File: src/rtl/core/ifg_pkg.sv
// Shared constants and controller/datapath interface types for the IPv4 fragment header generator.
`timescale 1ns / 1ps
`default_nettype none

package ifg_pkg;

   // Default link MTU in bytes.
   localparam int IFG_MTU_DEFAULT = 1500;

   // Fixed header properties.
   localparam int          IFG_HDR_BYTES   = 20;
   localparam int          IFG_MAX_PAYLOAD = 65515;
   localparam int          IFG_MAX_FRAGS   = 45;
   localparam logic [15:0] IFG_VER_IHL_TOS = 16'h4500;
   localparam logic [7:0]  IFG_TTL         = 8'd64;

   // Commands from the controller to the datapath.
   typedef struct packed {
      logic load_req;   // capture a new request
      logic load_base;  // build the per-packet partial checksum
      logic emit;       // load the next fragment header into the output register
   } ifg_cmd_type;

   // Status from the datapath to the controller.
   typedef struct packed {
      logic frag_last;  // the pending fragment is the final one of the packet
   } ifg_sts_type;

endpackage : ifg_pkg

`default_nettype wire

File: src/rtl/core/ipv4_fragment_header_generator.sv
// Top level of the IPv4 fragment header generator: controller, datapath and checks.
//
// Usage: a request transaction on the req_ channel names one packet (payload
// length, destination, protocol). The block answers with one rsp_ transaction
// per fragment, in order of rising payload offset, with rsp_last on the final
// one. The user must write the source address through the csr_ channel only
// while idle; the block does not enforce this, and csr_ready is always high.
// After acceptance the controller builds the partial checksum in S_BASE,
// then walks the fragments in S_WALK. Headers follow one per cycle while the
// output register is free (at most 45 fragments with the default MTU). The
// rate is set by the fragment walk, which builds one header per cycle when not stalled.
// req_stall is high from the cycle after acceptance until the last header
// has entered the output register; a new request may be taken while that
// header still waits. When rsp_stall is high while a header is shown, the output
// register holds and the walk pauses. Reset clears the identification
// counter, the source address and all valid flags.
`timescale 1ns / 1ps
`default_nettype none

module ipv4_fragment_header_generator
   import ifg_pkg::*;
#(
   parameter int MTU_BYTES = IFG_MTU_DEFAULT
) (
   input  wire logic        clock,
   input  wire logic        reset,
   input  wire logic        csr_valid,
   output logic             csr_ready,
   input  wire logic [31:0] csr_source_ip,
   input  wire logic        req_valid,
   output logic             req_stall,
   input  wire logic [15:0] req_payload_length,
   input  wire logic [31:0] req_dest_ip,
   input  wire logic [7:0]  req_proto_number,
   output logic             rsp_valid,
   input  wire logic        rsp_stall,
   output logic [15:0]      rsp_total_length,
   output logic [15:0]      rsp_ident,
   output logic [13:0]      rsp_frag_field,
   output logic [15:0]      rsp_header_checksum,
   output logic [7:0]       rsp_out_proto,
   output logic [31:0]      rsp_out_dest_ip,
   output logic [15:0]      rsp_payload_offset,
   output logic [10:0]      rsp_fragment_bytes,
   output logic             rsp_last
);

   ifg_cmd_type cmd;
   ifg_sts_type sts;

   // The source address register accepts a write in any cycle.
   assign csr_ready = 1'b1;

   // Sequencing.
   ifg_ctrl u_ctrl (
      .clock     (clock),
      .reset     (reset),
      .req_valid (req_valid),
      .req_stall (req_stall),
      .rsp_stall (rsp_stall),
      .rsp_valid (rsp_valid),
      .cmd       (cmd),
      .sts       (sts)
   );

   // Header computation and output register.
   ifg_dp #(
      .MTU_BYTES (MTU_BYTES)
   ) u_dp (
      .clock               (clock),
      .reset               (reset),
      .cmd                 (cmd),
      .sts                 (sts),
      .csr_write           (csr_valid && csr_ready),
      .csr_source_ip       (csr_source_ip),
      .req_payload_length  (req_payload_length),
      .req_dest_ip         (req_dest_ip),
      .req_proto_number    (req_proto_number),
      .rsp_total_length    (rsp_total_length),
      .rsp_ident           (rsp_ident),
      .rsp_frag_field      (rsp_frag_field),
      .rsp_header_checksum (rsp_header_checksum),
      .rsp_out_proto       (rsp_out_proto),
      .rsp_out_dest_ip     (rsp_out_dest_ip),
      .rsp_payload_offset  (rsp_payload_offset),
      .rsp_fragment_bytes  (rsp_fragment_bytes),
      .rsp_last            (rsp_last)
   );

`ifndef SYNTHESIS
   // An accepted request makes the block busy in the next cycle.
   a_busy_after_accept: assert property (@(posedge clock) disable iff (reset)
      (req_valid && !req_stall) |=> req_stall)
      else $error("req_stall low right after a request transaction");

   // While a non-final header is shown, the walk is still in progress.
   a_busy_mid_packet: assert property (@(posedge clock) disable iff (reset)
      (rsp_valid && !rsp_last) |-> req_stall)
      else $error("request accepted in the middle of a packet");

   // A drained non-final header is followed at once by the next one.
   a_next_follows: assert property (@(posedge clock) disable iff (reset)
      (rsp_valid && !rsp_last && !rsp_stall) |=> rsp_valid)
      else $error("gap between fragment headers of one packet");

   // Fragment offsets advance by the previous fragment's size.
   a_offset_walk: assert property (@(posedge clock) disable iff (reset)
      (rsp_valid && !rsp_last && !rsp_stall) |=>
      (rsp_payload_offset ==
       16'($past(rsp_payload_offset) + {5'b0, $past(rsp_fragment_bytes)})))
      else $error("fragment offset does not follow the previous fragment");
`endif

endmodule : ipv4_fragment_header_generator

`default_nettype wire

File: src/rtl/core/ifg_ctrl.sv
// Controller state machine that sequences request capture and the fragment walk.
`timescale 1ns / 1ps
`default_nettype none

module ifg_ctrl
   import ifg_pkg::*;
(
   input  wire logic        clock,
   input  wire logic        reset,
   input  wire logic        req_valid,
   output logic             req_stall,
   input  wire logic        rsp_stall,
   output logic             rsp_valid,
   output ifg_cmd_type      cmd,
   input  wire ifg_sts_type sts
);

   typedef enum logic [1:0] {
      S_IDLE,
      S_BASE,
      S_WALK
   } state_type;

   state_type state_ff;
   logic      rsp_valid_ff;
   logic      out_free;

   // The output register can take a new header when empty or being drained.
   assign out_free = !rsp_valid_ff || !rsp_stall;

   // Commands decoded from the current state.
   assign req_stall     = (state_ff != S_IDLE);
   assign cmd.load_req  = (state_ff == S_IDLE) && req_valid;
   assign cmd.load_base = (state_ff == S_BASE);
   assign cmd.emit      = (state_ff == S_WALK) && out_free;
   assign rsp_valid     = rsp_valid_ff;

   // State register and output valid flag.
   always_ff @(posedge clock) begin
      if (reset) begin
         state_ff     <= S_IDLE;
         rsp_valid_ff <= 1'b0;
      end else begin
         unique case (state_ff)
            S_IDLE: begin
               if (req_valid) begin
                  state_ff <= S_BASE;
               end
            end
            S_BASE: begin
               state_ff <= S_WALK;
            end
            S_WALK: begin
               if (out_free && sts.frag_last) begin
                  state_ff <= S_IDLE;
               end
            end
            default: begin
               state_ff <= S_IDLE;
            end
         endcase

         if (cmd.emit) begin
            rsp_valid_ff <= 1'b1;
         end else if (!rsp_stall) begin
            rsp_valid_ff <= 1'b0;
         end
      end
   end

endmodule : ifg_ctrl

`default_nettype wire

File: src/rtl/core/ifg_dp.sv
// Datapath holding the request, offset walk, identification counter and output header register.
`timescale 1ns / 1ps
`default_nettype none

module ifg_dp
   import ifg_pkg::*;
#(
   parameter int MTU_BYTES = IFG_MTU_DEFAULT
) (
   input  wire logic        clock,
   input  wire logic        reset,
   input  wire ifg_cmd_type cmd,
   output ifg_sts_type      sts,
   input  wire logic        csr_write,
   input  wire logic [31:0] csr_source_ip,
   input  wire logic [15:0] req_payload_length,
   input  wire logic [31:0] req_dest_ip,
   input  wire logic [7:0]  req_proto_number,
   output logic [15:0]      rsp_total_length,
   output logic [15:0]      rsp_ident,
   output logic [13:0]      rsp_frag_field,
   output logic [15:0]      rsp_header_checksum,
   output logic [7:0]       rsp_out_proto,
   output logic [31:0]      rsp_out_dest_ip,
   output logic [15:0]      rsp_payload_offset,
   output logic [10:0]      rsp_fragment_bytes,
   output logic             rsp_last
);

   // Largest fragment payload, a multiple of 8 bytes.
   localparam int ChunkBytes = (MTU_BYTES - IFG_HDR_BYTES) & ~7;
   localparam int CapBytes   = IFG_MAX_FRAGS * ChunkBytes;
   localparam int SatBytes   = (CapBytes < IFG_MAX_PAYLOAD) ? CapBytes : IFG_MAX_PAYLOAD;
   localparam logic [15:0] ChunkLen = 16'(ChunkBytes);
   localparam logic [15:0] SatLen   = 16'(SatBytes);
   localparam logic [15:0] HdrLen   = 16'(IFG_HDR_BYTES);

   logic [31:0] source_ip_ff;
   logic [15:0] ident_ff;
   logic [15:0] rest_ff;
   logic [15:0] off_ff;
   logic [31:0] dest_ff;
   logic [7:0]  proto_ff;
   logic [19:0] base_ff;

   logic [15:0] len_sat;
   logic        more;
   logic [15:0] cur_bytes;
   logic [15:0] tot;
   logic [13:0] frag;
   logic [19:0] sum_raw;
   logic [16:0] sum_fold1;
   logic [15:0] sum_fold2;

   // Saturate the requested payload length.
   assign len_sat = (req_payload_length > SatLen) ? SatLen : req_payload_length;

   // Current fragment fields.
   assign more      = (rest_ff > ChunkLen);
   assign cur_bytes = more ? ChunkLen : rest_ff;
   assign tot       = HdrLen + cur_bytes;
   assign frag      = {more, off_ff[15:3]};

   // Finish the checksum: add the per-fragment words and fold the carries twice.
   assign sum_raw   = base_ff + {4'b0, tot} + {6'b0, frag};
   assign sum_fold1 = {1'b0, sum_raw[15:0]} + {13'b0, sum_raw[19:16]};
   assign sum_fold2 = sum_fold1[15:0] + {15'b0, sum_fold1[16]};

   assign sts.frag_last = !more;

   // Configuration register and identification counter.
   always_ff @(posedge clock) begin
      if (reset) begin
         source_ip_ff <= '0;
         ident_ff     <= '0;
      end else begin
         if (csr_write) begin
            source_ip_ff <= csr_source_ip;
         end
         if (cmd.emit && !more) begin
            ident_ff <= ident_ff + 16'd1;
         end
      end
   end

   // Request capture, partial checksum and the offset walk.
   always_ff @(posedge clock) begin
      if (cmd.load_req) begin
         rest_ff  <= len_sat;
         off_ff   <= '0;
         dest_ff  <= req_dest_ip;
         proto_ff <= req_proto_number;
      end else if (cmd.emit) begin
         rest_ff <= rest_ff - cur_bytes;
         off_ff  <= off_ff + cur_bytes;
      end
      if (cmd.load_base) begin
         base_ff <= {4'b0, IFG_VER_IHL_TOS} + {4'b0, ident_ff} + {4'b0, IFG_TTL, proto_ff}
                    + {4'b0, source_ip_ff[31:16]} + {4'b0, source_ip_ff[15:0]}
                    + {4'b0, dest_ff[31:16]} + {4'b0, dest_ff[15:0]};
      end
   end

   // Output header register.
   always_ff @(posedge clock) begin
      if (cmd.emit) begin
         rsp_total_length    <= tot;
         rsp_ident           <= ident_ff;
         rsp_frag_field      <= frag;
         rsp_header_checksum <= ~sum_fold2;
         rsp_out_proto       <= proto_ff;
         rsp_out_dest_ip     <= dest_ff;
         rsp_payload_offset  <= off_ff;
         rsp_fragment_bytes  <= cur_bytes[10:0];
         rsp_last            <= !more;
      end
   end

endmodule : ifg_dp

`default_nettype wire
File: config.mk
export PLATFORM = sky130hd
export DESIGN_NAME = ipv4_fragment_header_generator
export DESIGN_NICKNAME = d
export VERILOG_FILES = /design/src/rtl/core/ifg_pkg.sv /design/src/rtl/core/ipv4_fragment_header_generator.sv /design/src/rtl/core/ifg_ctrl.sv /design/src/rtl/core/ifg_dp.sv
export SDC_FILE = /design/constraint.sdc
export NUM_CORES = 1
export LEC_CHECK = 0
export BUFFER_PORTS_ARGS = -buffer_cell sky130_fd_sc_hd__clkbuf_2
export CAP_MARGIN = 20
export CORE_AREA = 2 2 152 154
export DETAILED_ROUTE_END_ITERATION = 7
export DIE_AREA = 0 0 154 156
export PLACE_DENSITY = 0.85
export SLEW_MARGIN = 20
export SYNTH_ARGS = -nofsm -noshare
export SYNTH_HDL_FRONTEND = slang
export SYNTH_HIERARCHICAL = 1
export SYNTH_SLANG_ARGS = --single-unit
File: constraint.sdc
create_clock -name clock -period 23.3 [get_ports clock]
set_clock_uncertainty 0.2 [all_clocks]
set_input_delay 2.33 -clock clock [delete_from_list [all_inputs] [get_ports clock]]
set_output_delay 2.33 -clock clock [all_outputs]
set_load 0.1 [all_outputs]
== Word-level counts from Yosys, hierarchy flattened ==
Cells that the tools add are included.

* Bits in registers: 273
* Word-level logic and storage cells: 61

* Eq/ne operators: 5
* Reductions and logical operators: 12
* $lt $le $gt $ge: 2
* Bitwise logic cells: 1
* Multiplexer cells: 9
* Add/sub/neg operators: 14

{| class="wikitable"
|+ Operators by type and width
! operator !! number
|-
| adder 20 x 16 -> 20 bit || 5
|-
| two-way mux 16 bit || 4
|-
| adder 20 x 14 -> 20 bit || 1
|-
| adder 20 x 15 -> 20 bit || 1
|-
| adder 15 x 16 -> 17 bit (first input constant) || 1
|-
| adder 16 x 4 -> 17 bit || 1
|-
| adder 16 x 1 -> 16 bit || 1
|-
| adder 16 x 1 -> 16 bit (second input constant) || 1
|-
| adder 16 bit || 1
|-
| adder 5 x 16 -> 16 bit (first input constant) || 1
|-
| > comparator 16 x 11 -> 1 bit (second input constant) || 1
|-
| > comparator 16 bit (second input constant) || 1
|-
| NOT 16 bit || 1
|-
| subtractor 16 bit || 1
|-
| one-hot mux 2 bit (3 select lines) || 1
|-
| logical AND 1 bit || 4
|-
| two-way mux 2 bit || 2
|-
| inequality test 2 bit (second input constant) || 2
|-
| nonzero test 2 bit || 2
|-
| zero test 1 bit || 3
|-
| == test 2 x 1 -> 1 bit (second input constant) || 1
|-
| == test 2 bit (second input constant) || 1
|-
| zero test 2 bit || 1
|-
| two-way mux 1 bit || 2
|-
| 3 further kinds || 3
|}

== Longest topological paths before layout ==
Gate-level depths: netlist of the first run.

* Depth in word-level cells: 8
* Gate-level depth with buffers: 40

== Hierarchy ==
Netlist of the first run, hierarchy kept.

{| class="wikitable"
|+ Modules (own cells, without submodules)
! module !! instances !! area an instance (um^2) !! cells an instance !! seq. area each (um^2)
|-
| ifg_dp || 1 || 13,469.2 || 1,090 || 6,986.7
|-
| ifg_ctrl || 1 || 135.1 || 14 || 60.1
|-
| ipv4_fragment_header_generator || 1 || 11.3 || 2 || 0.0
|}

== Worst setup path before layout of the first run ==
OpenSTA, ideal clock, no wires.

* Path type: input-to-reg
* Start point: input rsp_stall
* End point: register u_dp.ident_ff[10]
* Arrival time: 9.311 ns
* Stages on the path: 9
* Setup slack: 13.662 ns
* Cell sequence: a21oi_1 -> clkbuf_1 -> and3_1 -> clkbuf_1 -> nand3_1 -> nor2_1 -> nand4_1 -> xor2_1 -> nor2_1

* Cells in the longest elaborated chain, start to end: 4

{| class="wikitable"
|+ Ends and longest elaborated chain
! item !! RTL line !! RTL
|-
| start: declaration || ipv4_fragment_header_generator.sv:36 || <nowiki>input wire logic rsp_stall,</nowiki>
|-
| zero test 1 bit || ifg_ctrl.sv:29 || <nowiki>assign out_free = !rsp_valid_ff || !rsp_stall;</nowiki>
|-
| logical OR 1 bit || ifg_ctrl.sv:29 ||
|-
| logical AND 1 bit || ifg_ctrl.sv:35 || <nowiki>assign cmd.emit = (state_ff == S_WALK) && out_free;</nowiki>
|-
| logical AND 1 bit || ifg_dp.sv:80 || <nowiki>if (cmd.emit && !more) begin</nowiki>
|-
| end signal: assignment || ifg_dp.sv:81 || <nowiki>ident_ff <= ident_ff + 16'd1;</nowiki>
|-
| end: declaration || ifg_dp.sv:39 || <nowiki>logic [15:0] ident_ff;</nowiki>
|}

No other way between the ends.
A chain may end at the register's enable or synchronous reset.

== Worst setup path in the final report of the first run ==
* Start point: register u_dp.rest_ff[11]
* End point: register u_dp.rsp_header_checksum[15] (data pin)

* Cells in the longest elaborated chain, start to end: 8

{| class="wikitable"
|+ Ends and longest elaborated chain
! item !! RTL line !! RTL
|-
| start: declaration || ifg_dp.sv:40 || <nowiki>logic [15:0] rest_ff;</nowiki>
|-
| start signal: assignment || ifg_dp.sv:89 || <nowiki>rest_ff <= len_sat;</nowiki>
|-
| start signal: assignment || ifg_dp.sv:94 || <nowiki>rest_ff <= rest_ff - cur_bytes;</nowiki>
|-
| > comparator 16 x 11 -> 1 bit || ifg_dp.sv:59 || <nowiki>assign more = (rest_ff > ChunkLen);</nowiki>
|-
| net u_dp.more || ifg_dp.sv:47 || <nowiki>logic more;</nowiki>
|-
| two-way mux 16 bit || ifg_dp.sv:60 || <nowiki>assign cur_bytes = more ? ChunkLen : rest_ff;</nowiki>
|-
| adder 5 x 16 -> 16 bit || ifg_dp.sv:61 || <nowiki>assign tot = HdrLen + cur_bytes;</nowiki>
|-
| net u_dp.tot[2] || ifg_dp.sv:49 || <nowiki>logic [15:0] tot;</nowiki>
|-
| adder 20 x 16 -> 20 bit || ifg_dp.sv:65 || <nowiki>assign sum_raw = base_ff + {4'b0, tot} + {6'b0, frag};</nowiki>
|-
| adder 20 x 14 -> 20 bit || ifg_dp.sv:65 ||
|-
| adder 16 x 4 -> 17 bit || ifg_dp.sv:66 || <nowiki>assign sum_fold1 = {1'b0, sum_raw[15:0]} + {13'b0, sum_raw[19:16]};</nowiki>
|-
| adder 16 x 1 -> 16 bit || ifg_dp.sv:67 || <nowiki>assign sum_fold2 = sum_fold1[15:0] + {15'b0, sum_fold1[16]};</nowiki>
|-
| NOT 16 bit || ifg_dp.sv:110 || <nowiki>rsp_header_checksum <= ~sum_fold2;</nowiki>
|-
| end signal: assignment || ifg_dp.sv:110 ||
|-
| end: declaration || ifg_dp.sv:22 || <nowiki>output logic [15:0] rsp_header_checksum,</nowiki>
|}

The timed path passes the listed nets, and every way through them passes these cells.

==> results of run 1 <==
-- power by group --
group	leakage (nW)	switching (mW)	total, mW	internal (mW)
Clock	0.424	0.174	0.430	0.257
Sequential	2.30	0.0379	0.613	0.575
Combinational	3.86	0.549	0.831	0.281
Total	6.58	0.761	1.87	1.11
-- cell families after synthesis --
logic type / count (synthesis)
compound gates: 176
mux: 47
fa+ha+maj: 138
buf+inv: 115
xor+xnor: 78
simple gates: 292
other cells: 3
flops: 257
-- Yosys cell counts, drive strengths merged (12+ instances only) --
cell type	count
nor2	109
nand3	24
xnor2	43
clkbuf	22
a21oi	41
or3	14
dfxtp	67
ha	65
edfxtp	190
nor3	22
buf	23
o21ai	36
xor2	35
and3	12
mux2i	45
fa	73
inv	70
nand2	49
a211oi	13
-- how the worst max path moves through the flow --
stage,start,depth (start not counted),to
after floorplan,rsp_stall,9,u_dp/ident_ff[10]
after global placement,u_dp/rest_ff[11],35,u_dp/rsp_header_checksum[15]
after detailed placement,u_dp/rest_ff[11],35,u_dp/rsp_header_checksum[15]
after CTS,u_dp/rest_ff[11],35,u_dp/rsp_header_checksum[15]
after global routing,u_dp/rest_ff[11],35,u_dp/rsp_header_checksum[15]
final,u_dp/rest_ff[11],37,u_dp/rsp_header_checksum[15]
-- flip-flops by register name, summed over array words and instances, names as in the netlist --
name,count
u_ctrl/rsp_valid,1
u_ctrl/state_ff,2
u_dp/base_ff,19
u_dp/dest_ff,32
u_dp/ident_ff,16
u_dp/off_ff,16
u_dp/proto_ff,8
u_dp/rest_ff,16
u_dp/rsp_frag_field,14
u_dp/rsp_fragment_bytes,9
u_dp/rsp_header_checksum,16
u_dp/rsp_ident,16
u_dp/rsp_last,1
u_dp/rsp_out_dest_ip,32
u_dp/rsp_out_proto,8
u_dp/rsp_payload_offset,3
u_dp/rsp_total_length,16
u_dp/source_ip_ff,32
-- metrics by stage --
step | power [mW] | worst slack [ns] | util
global route | 1.975 | 13.00 | 0.7092
floorplan | 1.262 | 13.66 | -
CTS | 1.875 | 13.87 | 0.7092
global placement | 1.421 | 14.31 | 0.6692
detailed placement | 1.436 | 14.00 | 0.6692
finish | 1.875 | 13.81 | 0.7093
-- worst reg2reg max path, delay by kind of cell (launching register included) --
family	cells	cell delay, ns
AOI/OAI and AO/OA	7	1.18
DFF	1	0.48
and+or+nand+nor	21	5.09
buffers and inverters	3	0.52
adders and majority gates	6	1.79
-- routing by layer --
metal | up-vias | global-route usage | wire [µm]
li1 | 4408 | - | -
met1 | 4493 | 0.3182 | 12250
met2 | 325 | 0.4375 | 15070
met3 | 53 | 0.04722 | 1952
met4 | 0 | 0.06676 | 735
met5 | - | 0 | 0
-- layout by cell type (no fill, tap or decap), types with 22 or more instances in the layout --
cell / synthesis / routed
clkbuf_16: 0 / 26
xor2_1: 35 / 35
nand3_1: 24 / 24
a21oi_1: 40 / 39
inv_1: 68 / 68
xnor2_1: 43 / 43
nor3_1: 22 / 22
clkbuf_2: 0 / 223
edfxtp_1: 190 / 190
dfxtp_1: 67 / 67
o21ai_0: 29 / 29
ha_1: 65 / 65
nor2_1: 109 / 109
mux2i_1: 45 / 45
fa_1: 73 / 73
nand2_1: 49 / 49
-- layout make-up --
type | count | area, µm²
clock inverter | 16 | 201.4
timing repair buffer | 229 | 1159
sequential | 257 | 7047
antenna | 1 | 2.502
tap | 285 | 356.6
inverter | 70 | 262.8
multi-input combinational | 747 | 6142
fill | 1508 | 6501
clock buffer | 32 | 693.2
==> metrics.md, run 1 <==
| Metric | Value |
|---|---|
| Status | `completed` |
| Die height | `156 µm` |
| Predominant post-synthesis flop cell | `edfxtp_1` |
| CP Data Arrival Time | `9.58 ns` |
| # port buffers | `224` |
| Setup TNS | `0 ns` |
| Clock net sink count | `257` |
| CP delay by family, top | `simple AND/OR/NAND/NOR gates` |
| CTS tree | `yes` |
| Overall Global Routing Usage | `0.2486` |
| # H-tree levels | `1` |
| Slew margin rel. | `0.2810` |
| Mapped Cells | `1106` |
| Worst reg2reg path depth | `37` |
| Hold slack final | `0.2546 ns` |
| Post-synthesis compound-gate area fraction | `0.08978` |
| Fin nets | `1562` |
| Final instance area | `15860 µm²` |
| Sequential element share of the synthesized area | `0.5176` |
| Die X-Extent | `154 µm` |
| Leak Pwr | `6.577 nW` |
| Total Wirelength | `30.01 mm` |
| Via count | `9279` |
| Clk buf depth | `3` |
| Num CTS Buffers | `26` |
| Latest clock arrival within the worst-skew pair | `0.53 ns` |
| DRC errors left | `0` |
| Largest net degree at the start of global routing | `81` |
| Max Fanout on Critical Path | `16` |
| Synth unique cells | `78` |
| Peak supply drop | `0.07304 mV` |
| WS Path Type | `flip-flop to flip-flop` |
| Hold Crit Class | `flip-flop to flip-flop` |
| Row Count | `55` |
| Proportion of synthesized area in mux cells | `0.03474` |
| Vias per inst | `5.668` |
| Starting density of the core | `0.6088` |
| Max-slew violation total from the final report | `0` |
| Largest cells by area after synthesis | `edfxtp_1 (42%), fa_1 (11%), dfxtp_1 (9.9%)` |
| Initial DRC Count | `643` |
| Yosys warns | `6` |
| Final setup fails | `0` |
| Post-synth ARST share | `0` |
| Post-DRT Antenna Nets | `0` |
| Post-synth top area share | `0.4190` |
| Synthesized area | `13620 µm²` |
| Worst hold endpoint | `u_dp/rsp_out_proto[1]` |
| Die area | `24020 µm²` |
| Synth Register Bits | `257` |
| Reg2reg end | `u_dp/rsp_header_checksum[15]` |
| Yosys top cell by area | `edfxtp_1` |
| Vias in the first global route | `9206` |
| Worst Tran Pin Value | `1.079 ns` |
| F_max | `105.4 MHz` |
| Reg clk slew, reported paths | `0.06 ns` |
| CP endpoint kind | `flip-flop` |
| Synth Area in Adders | `0.1671` |
| Initial antenna violation count | `1` |
| WHS Path Cells | `0` |
| CP max stage cell | `or4_4` |
| First-pass GRT wire length | `47.06 mm` |
| Final cycle utilization of the critical path | `0.4074` |
| Syn Area/Cell | `12.31 µm²` |
| Crit path time final | `9.492 ns` |
| XOR/XNOR Fraction of Synth Area | `0.05017` |
| Required time of the critical path | `23.39 ns` |
| TritonRoute pass-1 iters | `5` |
| PD cells | `118.2 nW/µm²` |
| Worst path bufs/invs | `3` |
| Layout overhead on the synthesized area | `16.51%` |
| Resized cells post-CTS | `0` |
| Max stage delay on crit path | `0.62 ns` |
| Core ar. | `22370 µm²` |
| R2r setup slk | `13.81 ns` |
| Clock root cell | `clkbuf_16` |
| Share of layout cells above drive strength 1 | `0.2184` |
| GP Congestion | `0.9316` |
| Dpl cell area | `14970 µm²` |
| Post-CTS setup buffer count | `0` |
| Synth Area in Simple Gates | `0.1037` |
| Drt wl/cell | `18.33 µm` |
| Grt total ovfl | `0` |
| Dpl cells | `1588` |
| Final Non-Filler Cells | `1637` |
| Reg-to-Reg Start | `u_dp/rest_ff[11]` |
| Dpl hpwl | `22.18 mm` |
| Fin. Hold Viols | `0` |
| Post-synth EDFFs | `190` |
| CTS Hold Bufs | `0` |
| Crit path launch type | `flip-flop` |
| Boundary pin count | `226` |
| Combinational family with the most area after synthesis | `adder cells` |
| RSZ-0062 raised after global routing | `no` |
| Worst Min Path Start | `u_dp/proto_ff[1]` |
| Max-cap violation count | `0` |
Power figures use the tool's default switching activity.
==> run 2: changes to the inputs <==
--- a/config.mk
+++ b/config.mk
@@ -7,10 +7,10 @@
 export LEC_CHECK = 0
 export BUFFER_PORTS_ARGS = -buffer_cell sky130_fd_sc_hd__clkbuf_2
 export CAP_MARGIN = 20
-export CORE_AREA = 2 2 152 154
+export CORE_AREA = 2 2 158 160
 export DETAILED_ROUTE_END_ITERATION = 7
-export DIE_AREA = 0 0 154 156
-export PLACE_DENSITY = 0.85
+export DIE_AREA = 0 0 160 162
+export PLACE_DENSITY = 0.8
 export SLEW_MARGIN = 20
 export SYNTH_ARGS = -nofsm -noshare
 export SYNTH_HDL_FRONTEND = slang
==> constraint.sdc (replaced) <==
create_clock -name clock -period 9.5 [get_ports clock]
set_clock_uncertainty 0.2 [all_clocks]
set_input_delay 0.95 -clock clock [delete_from_list [all_inputs] [get_ports clock]]
set_output_delay 0.95 -clock clock [all_outputs]
set_load 0.1 [all_outputs]
==> run 2 against run 1 <==
Net effect:
- sequential cell count unchanged
- worst hold slack better by 0.0032 ns
- register-to-register slack got worse by 13 ns
- critical endpoint unchanged
- first-iteration DRC count down 21%
- critical path type unchanged
- critical path depth down 5
- sequential share of layout area fell by 0.33 points
==> metrics.md, run 2 (synthesized netlist as in run 1, its figures left out) <==
| Metric | Value |
|---|---|
| Crit path time final | `8.893 ns (was 9.492 ns)` |
| Starting density of the core | `0.5648 (was 0.6088)` |
| Max Fanout on Critical Path | `7 (was 16)` |
| Dpl cell area | `15020 µm² (was 14970 µm²)` |
| Clock net sink count | `257 (unchanged)` |
| Hold Crit Class | `flip-flop to flip-flop (unchanged)` |
| Dpl cells | `1627 (was 1588)` |
| # H-tree levels | `1 (unchanged)` |
| Status | `completed (unchanged)` |
| Worst Tran Pin Value | `1.104 ns (was 1.079 ns)` |
| CP delay by family, top | `simple AND/OR/NAND/NOR gates (unchanged)` |
| DRC errors left | `0 (unchanged)` |
| F_max | `112.5 MHz (was 105.4 MHz)` |
| Max-cap violation count | `0 (unchanged)` |
| WL met2 | `14.55 mm (was 15.07 mm)` |
| Largest net degree at the start of global routing | `82 (was 81)` |
| Worst Min Path Start | `u_dp/dest_ff[17] (was u_dp/proto_ff[1])` |
| Initial DRC Count | `506 (was 643)` |
| Fin nets | `1564 (was 1562)` |
| Most frequent cells in the layout | `clkbuf_2 (222), edfxtp_1 (190), nor2_1 (108) (was clkbuf_2 (223), edfxtp_1 (190), nor2_1 (109))` |
| Worst path bufs/invs | `0 (was 3)` |
| TritonRoute pass-1 iters | `5 (unchanged)` |
| Core ar. | `24110 µm² (was 22370 µm²)` |
| # port buffers | `224 (unchanged)` |
| Post-DRT Antenna Nets | `0 (unchanged)` |
| M1 WL | `12.49 mm (was 12.25 mm)` |
| CP endpoint kind | `flip-flop (unchanged)` |
| Met3 WL post-DR | `1.907 mm (was 1.952 mm)` |
| Initial antenna violation count | `1 (unchanged)` |
| First-pass GRT wire length | `47.17 mm (was 47.06 mm)` |
| PD cells | `290.4 nW/µm² (was 118.2 nW/µm²)` |
| Final setup fails | `0 (unchanged)` |
| WS Path Type | `flip-flop to flip-flop (unchanged)` |
| Via count | `9216 (was 9279)` |
| Final instance area | `15980 µm² (was 15860 µm²)` |
| Boundary pin count | `226 (unchanged)` |
| CTS Hold Bufs | `0 (unchanged)` |
| Peak supply drop | `0.1980 mV (was 0.07304 mV)` |
| Vias per inst | `5.489 (was 5.668)` |
| Max stage delay on crit path | `0.62 ns (about the same)` |
| Reg-to-Reg Start | `u_dp/rest_ff[11] (unchanged)` |
| Leak Pwr | `6.611 nW (was 6.577 nW)` |
| Setup TNS | `0 ns (unchanged)` |
| RSZ-0062 raised after global routing | `no (unchanged)` |
| CP max stage cell | `or4_4 (unchanged)` |
| Uppermost layer routed | `met5 (was met4)` |
| Die area | `25920 µm² (was 24020 µm²)` |
| Overall Global Routing Usage | `0.2305 (was 0.2486)` |
| Row Count | `57 (was 55)` |
| Resized cells post-CTS | `0 (unchanged)` |
| Drt wl/cell | `17.66 µm (was 18.33 µm)` |
| Dpl hpwl | `22.09 mm (was 22.18 mm)` |
| Clk buf depth | `3 (unchanged)` |
| GP Congestion | `0.9246 (was 0.9316)` |
| Post-CTS setup buffer count | `0 (unchanged)` |
| Commonest non-fill, non-tap cell in the layout | `clkbuf_2 (unchanged)` |
| Crit path from | `u_dp/rest_ff[11] (unchanged)` |
| CP Data Arrival Time | `8.98 ns (was 9.58 ns)` |
| Layout overhead on the synthesized area | `17.40% (was 16.51%)` |
| Reg clk slew, reported paths | `0.06 ns (about the same)` |
| Antenna cell count | `0 (was 1)` |
| Required time of the critical path | `9.59 ns (was 23.39 ns)` |
| Die height | `162 µm (was 156 µm)` |
| Grt total ovfl | `0 (unchanged)` |
| Largest regs | `u_dp/dest_ff: 32 flops, u_dp/rsp_out_dest_ip: 32 flops, u_dp/source_ip_ff: 32 flops (unchanged)` |
| Fin. Hold Viols | `0 (unchanged)` |
| Max-slew violation total from the final report | `0 (unchanged)` |
| CTS tree | `yes (unchanged)` |
| Latest clock arrival within the worst-skew pair | `0.54 ns (was 0.53 ns)` |
| Final cycle utilization of the critical path | `0.9361 (was 0.4074)` |
| Clock root cell | `clkbuf_16 (unchanged)` |
| Share of layout cells above drive strength 1 | `0.2229 (was 0.2184)` |
| Die X-Extent | `160 µm (was 154 µm)` |
| Hold slack final | `0.2578 ns (was 0.2546 ns)` |
| Total Wirelength | `29.65 mm (was 30.01 mm)` |
| Crit path launch type | `flip-flop (unchanged)` |
| Vias in the first global route | `9265 (was 9206)` |
| Num CTS Buffers | `28 (was 26)` |
| Final Non-Filler Cells | `1679 (was 1637)` |
| Slew margin rel. | `0.2643 (was 0.2810)` |
-- run 2: changes by cell type in the layout (fill, tap and decap cells not counted), sizes merged --
cell | before | now
clkinv | 8 | 9
diode | 1 | 0
inv | 70 | 71
clkbuf | 255 | 257
buf | 6 | 7
clkinvlp | 4 | 3
-- run 2: stage by stage --
| step | util | setup WS [ns] | power (mW) |
|---|---|---|---|
| final | 0.6631 | 0.6071 | 4.641 |
| after global routing | 0.6631 | 0.02607 | 4.910 |
| after CTS | 0.6619 | 0.2897 | 4.648 |
| after detailed placement | 0.6229 | 0.3337 | 3.536 |
| after global placement | 0.6229 | 0.7475 | 3.511 |
| after floorplan | - | 1.215 | 3.096 |
-- run 2: where the power goes --
group	internal (mW)	switching (mW)	total [mW]
clock	0.666	0.429	1.10
combinational	0.689	1.35	2.04
sequential	1.41	0.0935	1.51
total	2.77	1.87	4.64
-- run 2: worst paths after layout --
check / end / slack, ns / depth (start not counted)
setup / recovery: u_dp/rsp_header_checksum[15] / 0.61 / 32
hold / removal: u_dp/rsp_out_dest_ip[17] / 0.26 / 0
setup reg to reg: u_dp/rsp_header_checksum[15] / 0.61 / 32
hold reg to reg: u_dp/rsp_out_dest_ip[17] / 0.26 / 0
-- run 2: layout make-up --
class                           instances  area [µm²]
Clock inverter                         17       191.4
Tap cell                              324       405.4
Sequential cell                       257        7047
Fill cell                            1831        8122
Timing Repair Buffer                  229        1159
Multi-Input combinational cell        747        6171
Inverter                               70       262.8
Clock buffer                           35       748.2
-- run 2: routing by layer --
metal / track usage / vias up
met3: 0.04137 / 47
met4: 0.06552 / 2
met2: 0.4046 / 296
met1: 0.2964 / 4463
li1: - / 4408
met5: 0 / -
==> run 3: changes to the inputs <==
--- a/config.mk
+++ b/config.mk
@@ -7,10 +7,10 @@
 export LEC_CHECK = 0
 export BUFFER_PORTS_ARGS = -buffer_cell sky130_fd_sc_hd__clkbuf_2
 export CAP_MARGIN = 20
-export CORE_AREA = 2 2 158 160
+export CORE_AREA = 2 2 228 230
+export CTS_CLUSTER_DIAMETER = 60
 export DETAILED_ROUTE_END_ITERATION = 7
-export DIE_AREA = 0 0 160 162
-export PLACE_DENSITY = 0.8
+export DIE_AREA = 0 0 230 232
 export SLEW_MARGIN = 20
 export SYNTH_ARGS = -nofsm -noshare
 export SYNTH_HDL_FRONTEND = slang
==> run 3 against run 2 <==
Net effect:
- worst hold slack worse by 0.012 ns
- final cell count up 22%
- design area up 5.1%
- core utilization down 33 points
- via count down 0.72%
- clock power up 28%
- register-to-register slack better by 0.03 ns
- count of clock-buffer cells in the layout up 13
- maximum frequency up 0.29%
- worst setup slack better by 0.026 ns
- global-route usage down 10 points
- sequential cell count unchanged
==> metrics.md, run 3 (synthesized netlist as in run 1, its figures left out) <==
| Metric | Value |
|---|---|
| Status | `completed (unchanged)` |
| GP Congestion | `0.8351 (was 0.9246)` |
| F_max | `112.8 MHz (was 112.5 MHz)` |
| Setup TNS | `0 ns (unchanged)` |
| Vias per inst | `4.450 (was 5.489)` |
| Largest net degree at the start of global routing | `58 (was 82)` |
| Setup Slack @ Placement | `0.4932 ns (was 0.3337 ns)` |
| CP max stage cell | `or4_4 (unchanged)` |
| Die height | `232 µm (was 162 µm)` |
| Leak Pwr | `6.806 nW (was 6.611 nW)` |
| Max-slew violation total from the final report | `0 (unchanged)` |
| CTS Hold Bufs | `0 (unchanged)` |
| TritonRoute pass-1 iters | `5 (unchanged)` |
| Fin nets | `1578 (was 1564)` |
| Final cycle utilization of the critical path | `0.9334 (was 0.9361)` |
| Antenna cell count | `0 (unchanged)` |
| Max-cap violation count | `0 (unchanged)` |
| Max Fanout on Critical Path | `7 (unchanged)` |
| CP Data Arrival Time | `8.95 ns (was 8.98 ns)` |
| Clock net sink count | `257 (unchanged)` |
| Overall Global Routing Usage | `0.1305 (was 0.2305)` |
| # port buffers | `224 (unchanged)` |
| Starting density of the core | `0.2676 (was 0.5648)` |
| Boundary pin count | `226 (unchanged)` |
| Grt total ovfl | `0 (unchanged)` |
| Post-DRT Antenna Nets | `0 (unchanged)` |
| Most frequent cells in the layout | `clkbuf_2 (223), edfxtp_1 (190), nor2_1 (109) (was clkbuf_2 (222), edfxtp_1 (190), nor2_1 (108))` |
| Worst hold endpoint | `u_dp/rsp_out_dest_ip[17] (unchanged)` |
| Fin. Hold Viols | `0 (unchanged)` |
| # H-tree levels | `2 (was 1)` |
| Crit path launch type | `flip-flop (unchanged)` |
| Clk buf depth | `3 (unchanged)` |
| CP endpoint kind | `flip-flop (unchanged)` |
| Required time of the critical path | `9.58 ns (was 9.59 ns)` |
| Share of layout cells above drive strength 1 | `0.2347 (was 0.2229)` |
| Drt wl/cell | `17.05 µm (was 17.66 µm)` |
| Row Count | `83 (was 57)` |
| Worst reg2reg path depth | `33 (was 32)` |
| Multi-input logic area | `6166 µm² (was 6171 µm²)` |
| Peak supply drop | `0.1519 mV (was 0.1980 mV)` |
| First-pass GRT wire length | `53.39 mm (was 47.17 mm)` |
| Dpl hpwl | `26.95 mm (was 22.09 mm)` |
| Reg clk slew, reported paths | `0.05 ns (was 0.06 ns)` |
| Initial DRC Count | `581 (was 506)` |
| Vias in the first global route | `9361 (was 9265)` |
| Worst Min Path Start | `u_dp/dest_ff[17] (unchanged)` |
| PD cells | `295.4 nW/µm² (was 290.4 nW/µm²)` |
| Hold Crit Class | `flip-flop to flip-flop (unchanged)` |
| RSZ-0062 raised after global routing | `no (unchanged)` |
| Num CTS Buffers | `38 (was 28)` |
| WS Path Type | `flip-flop to flip-flop (unchanged)` |
| Via count | `9150 (was 9216)` |
| Core ar. | `50890 µm² (was 24110 µm²)` |
| Commonest non-fill, non-tap cell in the layout | `clkbuf_2 (unchanged)` |
| R2r setup slk | `0.63 ns (was 0.61 ns)` |
| Storage cell area | `7047 µm² (unchanged)` |
| Largest regs | `u_dp/dest_ff: 32 flops, u_dp/rsp_out_dest_ip: 32 flops, u_dp/source_ip_ff: 32 flops (unchanged)` |
| Final setup fails | `0 (unchanged)` |
| Worst Tran Pin Value | `1.032 ns (was 1.104 ns)` |
| Initial antenna violation count | `0 (was 1)` |
| CTS tree | `yes (unchanged)` |
| WHS Path Cells | `0 (unchanged)` |
| Filler cells | `5165 (was 1831)` |
| Layout overhead on the synthesized area | `23.38% (was 17.40%)` |
| Final worst slack | `0.6330 ns (was 0.6071 ns)` |
| Crit path time final | `8.867 ns (was 8.893 ns)` |
| Reg2reg end | `u_dp/rsp_header_checksum[15] (unchanged)` |
| Slew margin rel. | `0.3119 (was 0.2643)` |
| Total Wirelength | `35.05 mm (was 29.65 mm)` |
| Latest clock arrival within the worst-skew pair | `0.55 ns (was 0.54 ns)` |
| Most frequent CP cell | `ha_1` |
| Reg-to-Reg Start | `u_dp/rest_ff[11] (unchanged)` |
| Clock root cell | `clkbuf_16 (unchanged)` |
| Max stage delay on crit path | `0.61 ns (was 0.62 ns)` |
| Die X-Extent | `230 µm (was 160 µm)` |
| Die area | `53360 µm² (was 25920 µm²)` |
| DRC errors left | `0 (unchanged)` |
-- run 3: changes by cell type in the layout (fill, tap and decap cells not counted), sizes merged --
cell and delta:
clkbuf +14, buf +3, inv +7, clkinvlp -2, bufinv -1
-- run 3: layer usage --
| metal | routed length, µm | track usage | part of all wire | up-vias |
|---|---|---|---|---|
| li1 | - | - | - | 4445 |
| met1 | 15820 | 0.1731 | 0.45 | 4394 |
| met2 | 16340 | 0.2109 | 0.47 | 258 |
| met3 | 2160 | 0.03340 | 0.062 | 53 |
| met4 | 729 | 0.03609 | 0.021 | 0 |
| met5 | 0 | 0 | 0 | - |
-- run 3: how the worst max path moves through the flow --
stage                     start                      endpoint  slack, ns  cells after the start
2_1_floorplan  u_dp/rest_ff[11]  u_dp/rsp_header_checksum[15]       1.22                     33
3_3_place_gp    u_dp/rest_ff[7]  u_dp/rsp_header_checksum[15]       0.79                     36
3_5_place_dp    u_dp/rest_ff[7]  u_dp/rsp_header_checksum[15]       0.49                     36
4_1_cts         u_dp/rest_ff[7]  u_dp/rsp_header_checksum[15]       0.50                     36
5_1_grt         u_dp/rest_ff[7]  u_dp/rsp_header_checksum[15]      0.002                     38
6_report       u_dp/rest_ff[11]  u_dp/rsp_header_checksum[15]       0.63                     33
-- run 3: repair_timing --
| action | CTS | global route |
|---|---|---|
| gates resized for setup | 0 | 6 |
| buffers inserted | 0 | 0 |
| endpoints found under the setup margin | 0 | 4 |
-- run 3: report_power, final --
part	internal (mW)	leakage, nW	switching (mW)
combinational	0.698	3.89	1.35
clock	0.872	0.619	0.535
sequential	1.41	2.30	0.0963
-- run 3: critical path, delay by kind of cell (launching register included) --
family | cells | cell delay, ns
adder cells (fa/ha/maj) | 6 | 1.82
flip-flops | 1 | 0.45
buffers and inverters | 1 | 0.06
AO/OA/AOI/OAI | 7 | 1.22
AND/OR/NAND/NOR | 19 | 4.83
-- run 3: layout make-up --
type	count	share of cell area
repair buffers	233	0.07195
clock inverters	21	0.01274
clock buffers	48	0.06249
multi-input cells	747	0.3670
flip-flops and latches	257	0.4195
inverters	70	0.01564
well taps	680	0.05065
-- run 3: stage by stage --
step / utilization / std cells / hold WS, ns / total power [mW] / cell area (µm²)
after floorplan: - / 1119 / 0.2264 / 3.096 / 13660
after global routing: 0.3301 / 2056 / 0.2726 / 5.290 / 16800
after detailed placement: 0.3043 / 1986 / 0.2346 / 3.569 / 15480
after global placement: 0.3043 / 1986 / 0.2358 / 3.542 / 15480
after CTS: 0.3291 / 2055 / 0.2465 / 5.013 / 16750
final: 0.3301 / 2056 / 0.2454 / 4.962 / 16800
